File: src/hdl/tbeq_pkg.sv
`timescale 1ns / 1ps

package tbeq_pkg;

  // Sample and coefficient formats: samples Q1.(SAMPLE_BITS-1), coefficients Q4.(COEF_BITS-4).
  localparam int SAMPLE_BITS = 24;
  localparam int COEF_BITS   = 32;
  localparam int COEF_FRAC   = COEF_BITS - 4;

  // Output gain is unsigned Q2.16 and the smoothing factor unsigned Q0.16.
  localparam int GAIN_BITS   = 18;
  localparam int GAIN_FRAC   = 16;
  localparam int SMOOTH_BITS = 16;

  localparam logic [GAIN_BITS-1:0]   GAIN_RESET   = GAIN_BITS'(1 << GAIN_FRAC);
  localparam logic [SMOOTH_BITS-1:0] SMOOTH_RESET = SMOOTH_BITS'(136);

  // One shared multiplier serves both the coefficients and the unsigned gain.
  localparam int MUL_A_BITS = (COEF_BITS > GAIN_BITS) ? COEF_BITS : GAIN_BITS + 1;
  localparam int PROD_BITS  = MUL_A_BITS + SAMPLE_BITS;
  // Five products are summed, so three guard bits keep the sum exact.
  localparam int ACC_BITS   = PROD_BITS + 3;

  localparam int NUM_SECT       = 3;
  localparam int TAPS           = 5;
  localparam int NUM_SLOTS      = NUM_SECT * TAPS;
  localparam int SLOT_BITS      = $clog2(NUM_SLOTS + 1);
  localparam int SEC_BITS       = $clog2(NUM_SECT);
  localparam int TAP_ADDR_BITS  = 2;
  localparam int NUM_HIST       = NUM_SECT * 4;
  localparam int HIST_ADDR_BITS = SEC_BITS + TAP_ADDR_BITS;
  localparam int PH_BITS        = 3;

  localparam int IN_DATA_BITS  = ((SAMPLE_BITS + SLOT_BITS + COEF_BITS + 7) / 8) * 8;
  localparam int OUT_DATA_BITS = ((SAMPLE_BITS + 7) / 8) * 8;

  localparam int CFG_IDX_BITS  = 1;
  localparam int CFG_DATA_BITS = GAIN_BITS;

  localparam logic [CFG_IDX_BITS-1:0] REG_GAIN_TARGET = 1'b0;
  localparam logic [CFG_IDX_BITS-1:0] REG_SMOOTH      = 1'b1;

  localparam logic KIND_SAMPLE = 1'b0;
  localparam logic KIND_COEF   = 1'b1;

  typedef enum logic [1:0] {
    ST_IDLE,
    ST_SECT,
    ST_GMUL,
    ST_GOUT
  } tbeq_state_e;

  typedef enum logic [1:0] {
    ACC_HOLD,
    ACC_LOAD,
    ACC_ADD,
    ACC_SUB
  } acc_op_e;

  typedef struct packed {
    logic    mul_en;
    logic    mul_gain;
    acc_op_e acc_op;
  } mac_ctrl_t;

endpackage

File: src/hdl/tbeq_mac.sv
`timescale 1ns / 1ps

module tbeq_mac (
  input  logic                                   clk_i,
  input  tbeq_pkg::mac_ctrl_t                    ctrl_i,
  input  logic signed [tbeq_pkg::COEF_BITS-1:0]   coef_i,
  input  logic        [tbeq_pkg::GAIN_BITS-1:0]   gain_i,
  input  logic signed [tbeq_pkg::SAMPLE_BITS-1:0] samp_i,
  output logic signed [tbeq_pkg::SAMPLE_BITS-1:0] sect_o,
  output logic                                   sect_clip_o,
  output logic signed [tbeq_pkg::SAMPLE_BITS-1:0] gout_o,
  output logic                                   gout_clip_o
);
  import tbeq_pkg::*;

  typedef struct packed {
    logic signed [SAMPLE_BITS-1:0] val;
    logic                          clip;
  } sat_t;

  function automatic sat_t saturate(input logic signed [ACC_BITS-1:0] v);
    sat_t                       r;
    logic signed [ACC_BITS-1:0] hi;
    logic signed [ACC_BITS-1:0] lo;
    hi = ACC_BITS'({1'b0, {(SAMPLE_BITS - 1){1'b1}}});
    lo = ~hi;
    r.clip = 1'b1;
    if (v > hi) begin
      r.val = hi[SAMPLE_BITS-1:0];
    end else if (v < lo) begin
      r.val = lo[SAMPLE_BITS-1:0];
    end else begin
      r.val  = v[SAMPLE_BITS-1:0];
      r.clip = 1'b0;
    end
    return r;
  endfunction

  logic signed [MUL_A_BITS-1:0] mul_a;
  logic signed [PROD_BITS-1:0]  prod_q;
  logic signed [ACC_BITS-1:0]   prod_ext;
  logic signed [ACC_BITS-1:0]   acc_q;
  logic signed [ACC_BITS-1:0]   sect_sum;
  logic signed [ACC_BITS-1:0]   sect_shift;
  logic signed [ACC_BITS-1:0]   gout_shift;
  sat_t                         sect_sat;
  sat_t                         gout_sat;

  assign mul_a = ctrl_i.mul_gain ? MUL_A_BITS'(signed'({1'b0, gain_i})) : MUL_A_BITS'(coef_i);
  assign prod_ext = ACC_BITS'(prod_q);

  always_ff @(posedge clk_i) begin
    if (ctrl_i.mul_en) begin
      prod_q <= PROD_BITS'(mul_a) * PROD_BITS'(samp_i);
    end
    case (ctrl_i.acc_op)
      ACC_LOAD: acc_q <= prod_ext;
      ACC_ADD:  acc_q <= acc_q + prod_ext;
      ACC_SUB:  acc_q <= acc_q - prod_ext;
      default:  acc_q <= acc_q;
    endcase
  end

  // The last feedback term is folded in on the fly, so the section result is ready
  // in the cycle after its final product.
  assign sect_sum   = acc_q - prod_ext;
  assign sect_shift = sect_sum >>> COEF_FRAC;
  assign gout_shift = prod_ext >>> GAIN_FRAC;

  assign sect_sat    = saturate(sect_shift);
  assign gout_sat    = saturate(gout_shift);
  assign sect_o      = sect_sat.val;
  assign sect_clip_o = sect_sat.clip;
  assign gout_o      = gout_sat.val;
  assign gout_clip_o = gout_sat.clip;

endmodule

File: src/hdl/three_band_biquad_tone_eq.sv
`timescale 1ns / 1ps

// Three-band tone equaliser: every audio sample runs through a treble shelf, a mid peak and
// a bass shelf, each a direct-form-I biquad, and is then scaled by an output gain that glides
// one smoothing step per sample towards its target. Samples are Q1.23, coefficients Q4.28,
// and every section output as well as the final output saturates; tuser on the result is set
// when any of these saturated. Coefficients are loaded through the input stream itself with
// tuser high, one transfer per cycle while no sample is being processed, and without a
// result; after reset each section passes its input straight through. A sample holds off
// the next input transfer until its work is done: the fifteen multiply-accumulates and the
// gain product share one multiplier fed from coefficient and history memories with one read
// port each, in a start-up phase, the phases of each section, the gain product and the load. The
// result sits in an output register, so the next item is accepted while it waits; the
// block stalls only when a second result is ready before the first has been taken.
// Configuration writes are taken in any cycle but should be issued while the block is idle.
module three_band_biquad_tone_eq (
  input  logic                                clk_i,
  input  logic                                rst_ni,
  // Input stream.
  input  logic                                s_axis_tvalid,
  output logic                                s_axis_tready,
  // tdata from bit 0: sample_in[23:0], coef_index[27:24], coef_value[59:28], zero padding.
  input  logic [tbeq_pkg::IN_DATA_BITS-1:0]   s_axis_tdata,
  // tuser: kind (0 audio sample, 1 coefficient write).
  input  logic                                s_axis_tuser,
  // Result stream.
  output logic                                m_axis_tvalid,
  input  logic                                m_axis_tready,
  // tdata from bit 0: sample_out[23:0].
  output logic [tbeq_pkg::OUT_DATA_BITS-1:0]  m_axis_tdata,
  // tuser: clipped.
  output logic                                m_axis_tuser,
  // Configuration write port.
  input  logic                                cfg_we_i,
  input  logic [tbeq_pkg::CFG_IDX_BITS-1:0]   cfg_index_i,
  input  logic [tbeq_pkg::CFG_DATA_BITS-1:0]  cfg_data_i
);
  import tbeq_pkg::*;

  // Phases of one section. The end phase of one section doubles as the issue phase of the
  // next, so only the first section spends a phase of its own on issue.
  localparam logic [PH_BITS-1:0] PH_ISSUE  = 3'd0;
  localparam logic [PH_BITS-1:0] PH_MUL_X  = 3'd1;
  localparam logic [PH_BITS-1:0] PH_MUL_X1 = 3'd2;
  localparam logic [PH_BITS-1:0] PH_MUL_X2 = 3'd3;
  localparam logic [PH_BITS-1:0] PH_MUL_Y1 = 3'd4;
  localparam logic [PH_BITS-1:0] PH_MUL_Y2 = 3'd5;
  localparam logic [PH_BITS-1:0] PH_END    = 3'd6;

  // History layout within a section.
  localparam logic [TAP_ADDR_BITS-1:0] HT_X1 = 2'd0;
  localparam logic [TAP_ADDR_BITS-1:0] HT_X2 = 2'd1;
  localparam logic [TAP_ADDR_BITS-1:0] HT_Y1 = 2'd2;
  localparam logic [TAP_ADDR_BITS-1:0] HT_Y2 = 2'd3;

  localparam logic [SEC_BITS-1:0]  SEC_LAST = SEC_BITS'(NUM_SECT - 1);
  localparam logic [SLOT_BITS-1:0] TAPS_S   = SLOT_BITS'(TAPS);
  localparam logic [SLOT_BITS-1:0] SLOT_END = SLOT_BITS'(NUM_SLOTS);
  localparam logic signed [COEF_BITS-1:0] COEF_ONE = COEF_BITS'(1) << COEF_FRAC;

  localparam int GS_BITS = SMOOTH_BITS + GAIN_BITS + 3;
  localparam logic signed [GS_BITS-1:0] GS_HALF = GS_BITS'(1) << (GAIN_FRAC - 1);

  // Input fields.
  logic signed [SAMPLE_BITS-1:0] in_sample;
  logic        [SLOT_BITS-1:0]   in_slot;
  logic signed [COEF_BITS-1:0]   in_coef;
  logic                          in_xfer;
  logic                          in_smp;
  logic                          coef_we;

  assign in_sample = s_axis_tdata[SAMPLE_BITS-1:0];
  assign in_slot   = s_axis_tdata[SAMPLE_BITS +: SLOT_BITS];
  assign in_coef   = s_axis_tdata[SAMPLE_BITS + SLOT_BITS +: COEF_BITS];
  assign in_xfer   = s_axis_tvalid && s_axis_tready;
  assign in_smp    = in_xfer && (s_axis_tuser == KIND_SAMPLE);
  assign coef_we   = in_xfer && (s_axis_tuser == KIND_COEF) && (in_slot < SLOT_END);

  // Configuration registers.
  logic [GAIN_BITS-1:0]   target_q;
  logic [SMOOTH_BITS-1:0] smooth_q;

  always_ff @(posedge clk_i or negedge rst_ni) begin
    if (!rst_ni) begin
      target_q <= GAIN_RESET;
      smooth_q <= SMOOTH_RESET;
    end else if (cfg_we_i) begin
      unique case (cfg_index_i)
        REG_GAIN_TARGET: target_q <= cfg_data_i[GAIN_BITS-1:0];
        REG_SMOOTH:      smooth_q <= cfg_data_i[SMOOTH_BITS-1:0];
        default: ;
      endcase
    end
  end

  // Sequencer signals.
  tbeq_state_e                state_q, state_d;
  logic [SEC_BITS-1:0]        sec_q, sec_d;
  logic [PH_BITS-1:0]         ph_q, ph_d;
  logic                       coef_re;
  logic [SEC_BITS-1:0]        coef_rsec;
  logic [PH_BITS-1:0]         coef_rtap;
  logic [SLOT_BITS-1:0]       coef_rslot;
  logic                       hist_re;
  logic [TAP_ADDR_BITS-1:0]   hist_rtap;
  logic                       hist_we;
  logic [TAP_ADDR_BITS-1:0]   hist_wtap;
  logic signed [SAMPLE_BITS-1:0] hist_wdata;
  mac_ctrl_t                  mac_ctrl;
  logic                       samp_hist;
  logic                       sect_done;
  logic                       gain_upd;
  logic                       out_load;
  logic                       out_free;

  // Datapath signals.
  logic signed [SAMPLE_BITS-1:0] x_q;
  logic signed [SAMPLE_BITS-1:0] x1_q;
  logic signed [SAMPLE_BITS-1:0] y1_q;
  logic signed [SAMPLE_BITS-1:0] sect_val;
  logic                          sect_clip;
  logic signed [SAMPLE_BITS-1:0] gout_val;
  logic                          gout_clip;
  logic                          clip_q;
  logic signed [SAMPLE_BITS-1:0] mac_samp;
  logic [GAIN_BITS-1:0]          gain_q;

  assign out_free   = !m_axis_tvalid || m_axis_tready;
  assign coef_rslot = SLOT_BITS'(coef_rsec) * TAPS_S + SLOT_BITS'(coef_rtap);

  always_ff @(posedge clk_i or negedge rst_ni) begin
    if (!rst_ni) begin
      state_q <= ST_IDLE;
      sec_q   <= '0;
      ph_q    <= PH_ISSUE;
    end else begin
      state_q <= state_d;
      sec_q   <= sec_d;
      ph_q    <= ph_d;
    end
  end

  always_comb begin
    state_d    = state_q;
    sec_d      = sec_q;
    ph_d       = ph_q;
    coef_re    = 1'b0;
    coef_rsec  = sec_q;
    coef_rtap  = ph_q;
    hist_re    = 1'b0;
    hist_rtap  = HT_X1;
    hist_we    = 1'b0;
    hist_wtap  = HT_X1;
    hist_wdata = x_q;
    mac_ctrl   = '{mul_en: 1'b0, mul_gain: 1'b0, acc_op: ACC_HOLD};
    samp_hist  = 1'b0;
    sect_done  = 1'b0;
    gain_upd   = 1'b0;
    out_load   = 1'b0;
    unique case (state_q)
      ST_IDLE: begin
        if (in_smp) begin
          state_d = ST_SECT;
          sec_d   = '0;
          ph_d    = PH_ISSUE;
        end
      end
      ST_SECT: begin
        ph_d = ph_q + 1'b1;
        // Coefficient k of the section is fetched in phase k and used in phase k+1.
        if (ph_q <= PH_MUL_Y1) begin
          coef_re = 1'b1;
        end
        case (ph_q)
          PH_ISSUE: begin
            // Only the first section starts here; the gain step is taken once per sample.
            gain_upd = 1'b1;
          end
          PH_MUL_X: begin
            mac_ctrl.mul_en = 1'b1;
            hist_re         = 1'b1;
            hist_rtap       = HT_X1;
          end
          PH_MUL_X1: begin
            mac_ctrl.mul_en = 1'b1;
            mac_ctrl.acc_op = ACC_LOAD;
            samp_hist       = 1'b1;
            hist_re         = 1'b1;
            hist_rtap       = HT_X2;
          end
          PH_MUL_X2: begin
            mac_ctrl.mul_en = 1'b1;
            mac_ctrl.acc_op = ACC_ADD;
            samp_hist       = 1'b1;
            hist_re         = 1'b1;
            hist_rtap       = HT_Y1;
            hist_we         = 1'b1;
            hist_wtap       = HT_X2;
            hist_wdata      = x1_q;
          end
          PH_MUL_Y1: begin
            mac_ctrl.mul_en = 1'b1;
            mac_ctrl.acc_op = ACC_ADD;
            samp_hist       = 1'b1;
            hist_re         = 1'b1;
            hist_rtap       = HT_Y2;
            hist_we         = 1'b1;
            hist_wtap       = HT_X1;
            hist_wdata      = x_q;
          end
          PH_MUL_Y2: begin
            mac_ctrl.mul_en = 1'b1;
            mac_ctrl.acc_op = ACC_SUB;
            samp_hist       = 1'b1;
            hist_we         = 1'b1;
            hist_wtap       = HT_Y2;
            hist_wdata      = y1_q;
          end
          PH_END: begin
            hist_we    = 1'b1;
            hist_wtap  = HT_Y1;
            hist_wdata = sect_val;
            sect_done  = 1'b1;
            if (sec_q == SEC_LAST) begin
              state_d = ST_GMUL;
            end else begin
              sec_d     = sec_q + 1'b1;
              ph_d      = PH_MUL_X;
              coef_re   = 1'b1;
              coef_rsec = sec_q + 1'b1;
              coef_rtap = PH_ISSUE;
            end
          end
          default: ;
        endcase
      end
      ST_GMUL: begin
        mac_ctrl.mul_en   = 1'b1;
        mac_ctrl.mul_gain = 1'b1;
        state_d           = ST_GOUT;
      end
      ST_GOUT: begin
        if (out_free) begin
          out_load = 1'b1;
          state_d  = ST_IDLE;
        end
      end
      default: state_d = ST_IDLE;
    endcase
  end

  assign s_axis_tready = (state_q == ST_IDLE);

  // Coefficient memory. Entries never written read as their reset value: one for b0,
  // zero for the rest.
  logic signed [COEF_BITS-1:0] coef_mem [NUM_SLOTS];
  logic signed [COEF_BITS-1:0] coef_rdata_q;
  logic [NUM_SLOTS-1:0]        coef_vld_q;
  logic                        coef_rv_q;
  logic                        coef_rb0_q;
  logic signed [COEF_BITS-1:0] coef_rd;

  always_ff @(posedge clk_i) begin
    if (coef_we) begin
      coef_mem[in_slot] <= in_coef;
    end
    if (coef_re) begin
      coef_rdata_q <= coef_mem[coef_rslot];
    end
  end

  always_ff @(posedge clk_i or negedge rst_ni) begin
    if (!rst_ni) begin
      coef_vld_q <= '0;
      coef_rv_q  <= 1'b0;
      coef_rb0_q <= 1'b0;
    end else begin
      if (coef_we) begin
        coef_vld_q[in_slot] <= 1'b1;
      end
      if (coef_re) begin
        coef_rv_q  <= coef_vld_q[coef_rslot];
        coef_rb0_q <= (coef_rtap == PH_ISSUE);
      end
    end
  end

  assign coef_rd = coef_rv_q ? coef_rdata_q : (coef_rb0_q ? COEF_ONE : '0);

  // Section history memory: x[n-1], x[n-2], y[n-1], y[n-2] per section, cleared by reset.
  // Each entry is rewritten only after its read in the same section, so the read-first
  // behaviour of the memory keeps the old value where it is needed.
  logic signed [SAMPLE_BITS-1:0] hist_mem [NUM_HIST];
  logic signed [SAMPLE_BITS-1:0] hist_rdata_q;
  logic [NUM_HIST-1:0]           hist_vld_q;
  logic                          hist_rv_q;
  logic signed [SAMPLE_BITS-1:0] hist_rd;
  logic [HIST_ADDR_BITS-1:0]     hist_raddr;
  logic [HIST_ADDR_BITS-1:0]     hist_waddr;

  assign hist_raddr = {sec_q, hist_rtap};
  assign hist_waddr = {sec_q, hist_wtap};

  always_ff @(posedge clk_i) begin
    if (hist_we) begin
      hist_mem[hist_waddr] <= hist_wdata;
    end
    if (hist_re) begin
      hist_rdata_q <= hist_mem[hist_raddr];
    end
  end

  always_ff @(posedge clk_i or negedge rst_ni) begin
    if (!rst_ni) begin
      hist_vld_q <= '0;
      hist_rv_q  <= 1'b0;
    end else begin
      if (hist_we) begin
        hist_vld_q[hist_waddr] <= 1'b1;
      end
      if (hist_re) begin
        hist_rv_q <= hist_vld_q[hist_raddr];
      end
    end
  end

  assign hist_rd = hist_rv_q ? hist_rdata_q : '0;

  // Section input and the history values that move one slot down.
  always_ff @(posedge clk_i) begin
    if (in_smp) begin
      x_q <= in_sample;
    end else if (sect_done) begin
      x_q <= sect_val;
    end
    if (state_q == ST_SECT && ph_q == PH_MUL_X1) begin
      x1_q <= hist_rd;
    end
    if (state_q == ST_SECT && ph_q == PH_MUL_Y1) begin
      y1_q <= hist_rd;
    end
  end

  assign mac_samp = samp_hist ? hist_rd : x_q;

  tbeq_mac u_mac (
    .clk_i       (clk_i),
    .ctrl_i      (mac_ctrl),
    .coef_i      (coef_rd),
    .gain_i      (gain_q),
    .samp_i      (mac_samp),
    .sect_o      (sect_val),
    .sect_clip_o (sect_clip),
    .gout_o      (gout_val),
    .gout_clip_o (gout_clip)
  );

  // Gain smoothing: the step is the smoothing factor times the distance to the target,
  // rounded half up, and at least one unit while the target has not been reached.
  logic [GAIN_BITS-1:0]          gain_d;
  logic signed [GAIN_BITS:0]     gain_diff;
  logic signed [GS_BITS-1:0]     gain_prod;
  logic signed [GS_BITS-1:0]     gain_step_raw;
  logic signed [GS_BITS-1:0]     gain_step;
  logic signed [GS_BITS-1:0]     gain_sum;

  assign gain_diff     = signed'({1'b0, target_q}) - signed'({1'b0, gain_q});
  assign gain_prod     = GS_BITS'(signed'({1'b0, smooth_q})) * GS_BITS'(gain_diff);
  assign gain_step_raw = (gain_prod + GS_HALF) >>> GAIN_FRAC;

  always_comb begin
    gain_step = gain_step_raw;
    if (gain_step_raw == '0 && gain_diff != '0) begin
      gain_step = gain_diff[GAIN_BITS] ? -GS_BITS'(1) : GS_BITS'(1);
    end
  end

  assign gain_sum = GS_BITS'(signed'({1'b0, gain_q})) + gain_step;
  assign gain_d   = gain_sum[GAIN_BITS-1:0];

  always_ff @(posedge clk_i or negedge rst_ni) begin
    if (!rst_ni) begin
      gain_q <= GAIN_RESET;
    end else if (gain_upd) begin
      gain_q <= gain_d;
    end
  end

  // Saturation flag of the sample in flight.
  always_ff @(posedge clk_i or negedge rst_ni) begin
    if (!rst_ni) begin
      clip_q <= 1'b0;
    end else if (in_smp) begin
      clip_q <= 1'b0;
    end else if (sect_done) begin
      clip_q <= clip_q | sect_clip;
    end
  end

  // Output register.
  logic                          m_valid_q;
  logic signed [SAMPLE_BITS-1:0] m_data_q;
  logic                          m_clip_q;

  always_ff @(posedge clk_i or negedge rst_ni) begin
    if (!rst_ni) begin
      m_valid_q <= 1'b0;
    end else if (out_load) begin
      m_valid_q <= 1'b1;
    end else if (m_axis_tready) begin
      m_valid_q <= 1'b0;
    end
  end

  always_ff @(posedge clk_i) begin
    if (out_load) begin
      m_data_q <= gout_val;
      m_clip_q <= clip_q | gout_clip;
    end
  end

  assign m_axis_tvalid = m_valid_q;
  assign m_axis_tdata  = OUT_DATA_BITS'(unsigned'(m_data_q));
  assign m_axis_tuser  = m_clip_q;

endmodule

File: config.mk
export PLATFORM = sky130hd
export DESIGN_NAME = three_band_biquad_tone_eq
export DESIGN_NICKNAME = d
export VERILOG_FILES = /design/src/hdl/tbeq_pkg.sv /design/src/hdl/tbeq_mac.sv /design/src/hdl/three_band_biquad_tone_eq.sv
export SDC_FILE = /design/constraint.sdc
export NUM_CORES = 2
export LEC_CHECK = 0
export ABC_CLOCK_PERIOD_IN_PS = 16600
export BUFFER_PORTS_ARGS = -buffer_cell sky130_fd_sc_hd__buf_4
export CAP_MARGIN = 20
export CORE_MARGIN = 1.5
export CORE_UTILIZATION = 49
export DETAILED_ROUTE_END_ITERATION = 10
export PLACE_DENSITY = 0.75
export REMOVE_ABC_BUFFERS = 1
export SLEW_MARGIN = 40
export SYNTH_ARGS = -nofsm -noshare
export SYNTH_HDL_FRONTEND = slang
export SYNTH_SLANG_ARGS = --single-unit
File: constraint.sdc
create_clock -name clk_i -period 16.6 [get_ports clk_i]
set_input_delay 3.32 -clock clk_i [delete_from_list [all_inputs] [get_ports clk_i]]
set_output_delay 3.32 -clock clk_i [all_outputs]
set_load 0.02 [all_outputs]
==> metrics.md <==
| Metric | Value |
|---|---|
| Post-synthesis cell type with the largest combined area | `sky130_fd_sc_hd__edfxtp_1` |
| Critical path startpoint category | `flip-flop` |
| Xor/xnor cell area share of the yosys netlist | `0.0148` |
| Leftover overflow at the end of global routing | `0` |
| Vias in the first global route | `68200` |
| Count of final max-slew check failures | `0` |
| Resize count post-CTS | `0` |
| IO Pins | `116` |
| CP max FO | `18` |
| Antenna violations before repair | `5` |
| Portion of synthesized cell area occupied by the leading cell type | `0.342` |
| Complex-gate fraction of the synthesized area | `0.0870` |
| Syn Std Cell Area | `90900 µm²` |
| Critical Path Slowest Stage Cell | `sky130_fd_sc_hd__dfrtp_1` |
| Wire length per cell after detailed routing | `23.5 µm` |
| Starting utilization of the core area | `0.495` |
| Yosys cell types | `91` |
| H-tree depth | `3` |
| Cts hold-fix bufs | `0` |
| CP Capture Type | `flip-flop` |
| Post-route DRC | `0` |
| Post-Route Skew | `0.0951 ns` |
| Area growth from synthesis to layout | `8.64%` |
| Postcts setup bufs | `0` |
| Height of the die | `434 µm` |
| Residual antenna-violating net count after detailed routing | `0` |
| Wirelength, routed | `258 mm` |
| Cells after synthesis | `8449` |
| Average vias per placed instance | `5.90` |
| Final worst path period share | `0.833` |
| Number of enable flip-flop cells after synthesis | `1036` |
| CTS clk-pin slew, worst paths | `0.06 ns` |
| Fraction of layout cells with a size suffix above 1 | `0.0880` |
| FMAX | `72.4 MHz` |
| Top-count cell post-synth | `sky130_fd_sc_hd__inv_1` |
| Detailed router's first-iteration violation count | `6749` |
| Leading cell types by total area after synthesis | `sky130_fd_sc_hd__edfxtp_1, sky130_fd_sc_hd__fa_1, sky130_fd_sc_hd__ha_1, sky130_fd_sc_hd__inv_1, sky130_fd_sc_hd__nand2_1` |
| # Max-Cap Violations | `0` |
| Syn avg cell area | `10.8 µm²` |
| Die boundary width | `434 µm` |
| CP peak stage delay | `0.62 ns` |
| CTS tree | `yes` |
| Largest net degree at the start of global routing | `100` |
| Combinational family with the most area after synthesis | `adder cells` |
| Mux share of post-synthesis cell area | `0.0371` |
| Total setup violations reported at the end of the flow | `0` |
| Worst Max-Slew Pin Slew | `0.944 ns` |
| Number of buffers created by CTS | `112` |
| Register area share after synthesis | `0.368` |
| DP Wirelength | `182 mm` |
| Global-route wire length before repair | `396 mm` |
| Result of the run | `finished, final reports clean` |
| Global-route total usage across every layer | `0.278` |
| Clock tree buffer depth | `3` |
| Clock root buffer | `sky130_fd_sc_hd__clkbuf_16` |
| RSZ-0062 raised after global routing | `false` |
| Worst slew margin relative to its limit | `0.370` |
| Yosys warnings | `0` |
| Primary FF master, synth | `sky130_fd_sc_hd__edfxtp_1` |
| Hold WC Path Type | `reg2reg` |
| Arithmetic-cell share of the synthesized area counting full adders, half adders and majority gates | `0.300` |
| Post-synth ARST share | `0.0807` |
| Final layout net count | `10000` |
| Critical Path AT | `14.43 ns` |
| Total negative slack for setup checks | `0 ns` |
| Number of port buffers | `111` |
| Via Count | `64800` |
| Die outline area | `188000 µm²` |
| Core box area | `184000 µm²` |
| Cell repeated most along the worst path | `sky130_fd_sc_hd__fa_1` |
| Worst Setup Path Type | `reg2reg` |
| Clock period minus worst slack | `13.82 ns` |
| Flop and latch count out of synthesis | `1127` |
| Clock latency on the worst-skew pair | `0.80 ns` |
| Rows | `157` |
| Clk sinks | `1127` |
| Routability-driven placement congestion ratio | `1.00` |
| Required time of the critical path | `17.21 ns` |
| Hold violation count in the final report | `0` |
| Post-Synth Simple-Gate Area | `0.124` |
| Synth cell count leaders | `sky130_fd_sc_hd__inv_1, sky130_fd_sc_hd__nand2_1, sky130_fd_sc_hd__fa_1, sky130_fd_sc_hd__edfxtp_1, sky130_fd_sc_hd__nor2_1` |
| Number of detailed-routing iterations run before antenna repair | `6` |
cells by family (layout without fill, tap and decap cells):
family / Yosys count / count (layout)
adder cells (fa/ha/maj): 1518 / 1518
buffers and inverters: 1677 / 1747
AO/OA/AOI/OAI: 1210 / 1210
XOR/XNOR: 154 / 154
other: 0 / 3
flip-flops: 1127 / 1127
multiplexers: 206 / 206
AND/OR/NAND/NOR: 2557 / 2557
through the flow:
stage / setup WS [ns] / util / area [µm²] / hold slack (ns) / instances
after floorplan: 2.89 / - / 89300 / 0.434 / 8045
after global placement: 2.98 / 0.515 / 94700 / 0.446 / 10800
after detailed placement: 2.98 / 0.517 / 94900 / 0.451 / 10800
after CTS: 2.91 / 0.537 / 98600 / 0.466 / 11000
after global routing: 1.96 / 0.537 / 98700 / 0.480 / 11000
final: 2.78 / 0.537 / 98700 / 0.468 / 11000
critical path: cells and delay by family, from the launching register on:
kind,cells,cell delay [ns]
and+or+nand+nor,8,2.11
DFF,1,0.62
xor gates and xnor gates,2,0.42
AOI/OAI and AO/OA,25,6.34
adders and majority gates,9,3.90
buffers and inverters,4,0.33
flip-flops by register name, indices dropped and copies added, names as in the netlist:
register       flops
clip_q             1
coef_mem         480
coef_rb0_q         1
coef_rdata_q      32
coef_rv_q          1
coef_vld_q        15
gain_q            18
hist_mem         288
hist_rdata_q      24
hist_rv_q          1
hist_vld_q        12
m_axis_tdata      24
m_axis_tuser       1
m_axis_tvalid      1
ph_q               3
sec_q              2
smooth_q          16
state_q            2
target_q          18
u_mac.acc_q       59
u_mac.prod_q      56
x1_q              24
x_q               24
y1_q              24
worst paths after layout:
check	startpoint	endpoint	slack [ns]	cells after the start
setup reg to reg	gain_q[1]$_DFFE_PN0P_	gain_q[16]$_DFFE_PN1P_	2.78	48
min in group asynchronous	rst_ni	hist_vld_q[2]$_DFFE_PN0P_	2.54	1
setup / recovery	gain_q[1]$_DFFE_PN0P_	gain_q[16]$_DFFE_PN1P_	2.78	48
hold / removal	hist_vld_q[3]$_DFFE_PN0P_	hist_vld_q[3]$_DFFE_PN0P_	0.47	1
max in group asynchronous	rst_ni	gain_q[1]$_DFFE_PN0P_	12.99	2
hold reg to reg	hist_vld_q[3]$_DFFE_PN0P_	hist_vld_q[3]$_DFFE_PN0P_	0.47	1
final cells by class:
cell class,count,area [µm²]
Inverter,1273,4780
Timing Repair Buffer,262,2030
Sequential cell,1127,33400
Multi-Input combinational cell,5645,51700
Clock inverter,79,771
Antenna cell,3,7.51
Fill cell,15500,85000
Tap cell,2464,3080
Clock buffer,133,2960
cell usage in the layout, fill, tap and decap left out, types with 47 or more instances in the layout:
master                      count
sky130_fd_sc_hd__clkbuf_16    114
sky130_fd_sc_hd__xnor2_1      111
sky130_fd_sc_hd__and2_1       217
sky130_fd_sc_hd__buf_4        254
sky130_fd_sc_hd__nand3_1      186
sky130_fd_sc_hd__nor2_1       557
sky130_fd_sc_hd__mux4_2       101
sky130_fd_sc_hd__o21ai_0      260
sky130_fd_sc_hd__nand2b_1      59
sky130_fd_sc_hd__mux2i_1       68
sky130_fd_sc_hd__a21o_1        79
sky130_fd_sc_hd__edfxtp_1    1036
sky130_fd_sc_hd__inv_1       1268
sky130_fd_sc_hd__a31oi_1       47
sky130_fd_sc_hd__dfrtp_1       85
sky130_fd_sc_hd__nor2b_1       55
sky130_fd_sc_hd__nand2_1     1217
sky130_fd_sc_hd__fa_1        1097
sky130_fd_sc_hd__a21oi_1      302
sky130_fd_sc_hd__ha_1         416
per-layer routing:
| layer | wire length (µm) | GRT usage |
|---|---|---|
| met2 | 122000 | 0.453 |
| met5 | 41 | 0 |
| met4 | 14100 | 0.135 |
| met3 | 24800 | 0.0560 |
| met1 | 96900 | 0.356 |
Power is left out: the tool's default activity adds up to more than one toggle a clock period on the data nets, which glitch-free logic cannot reach.
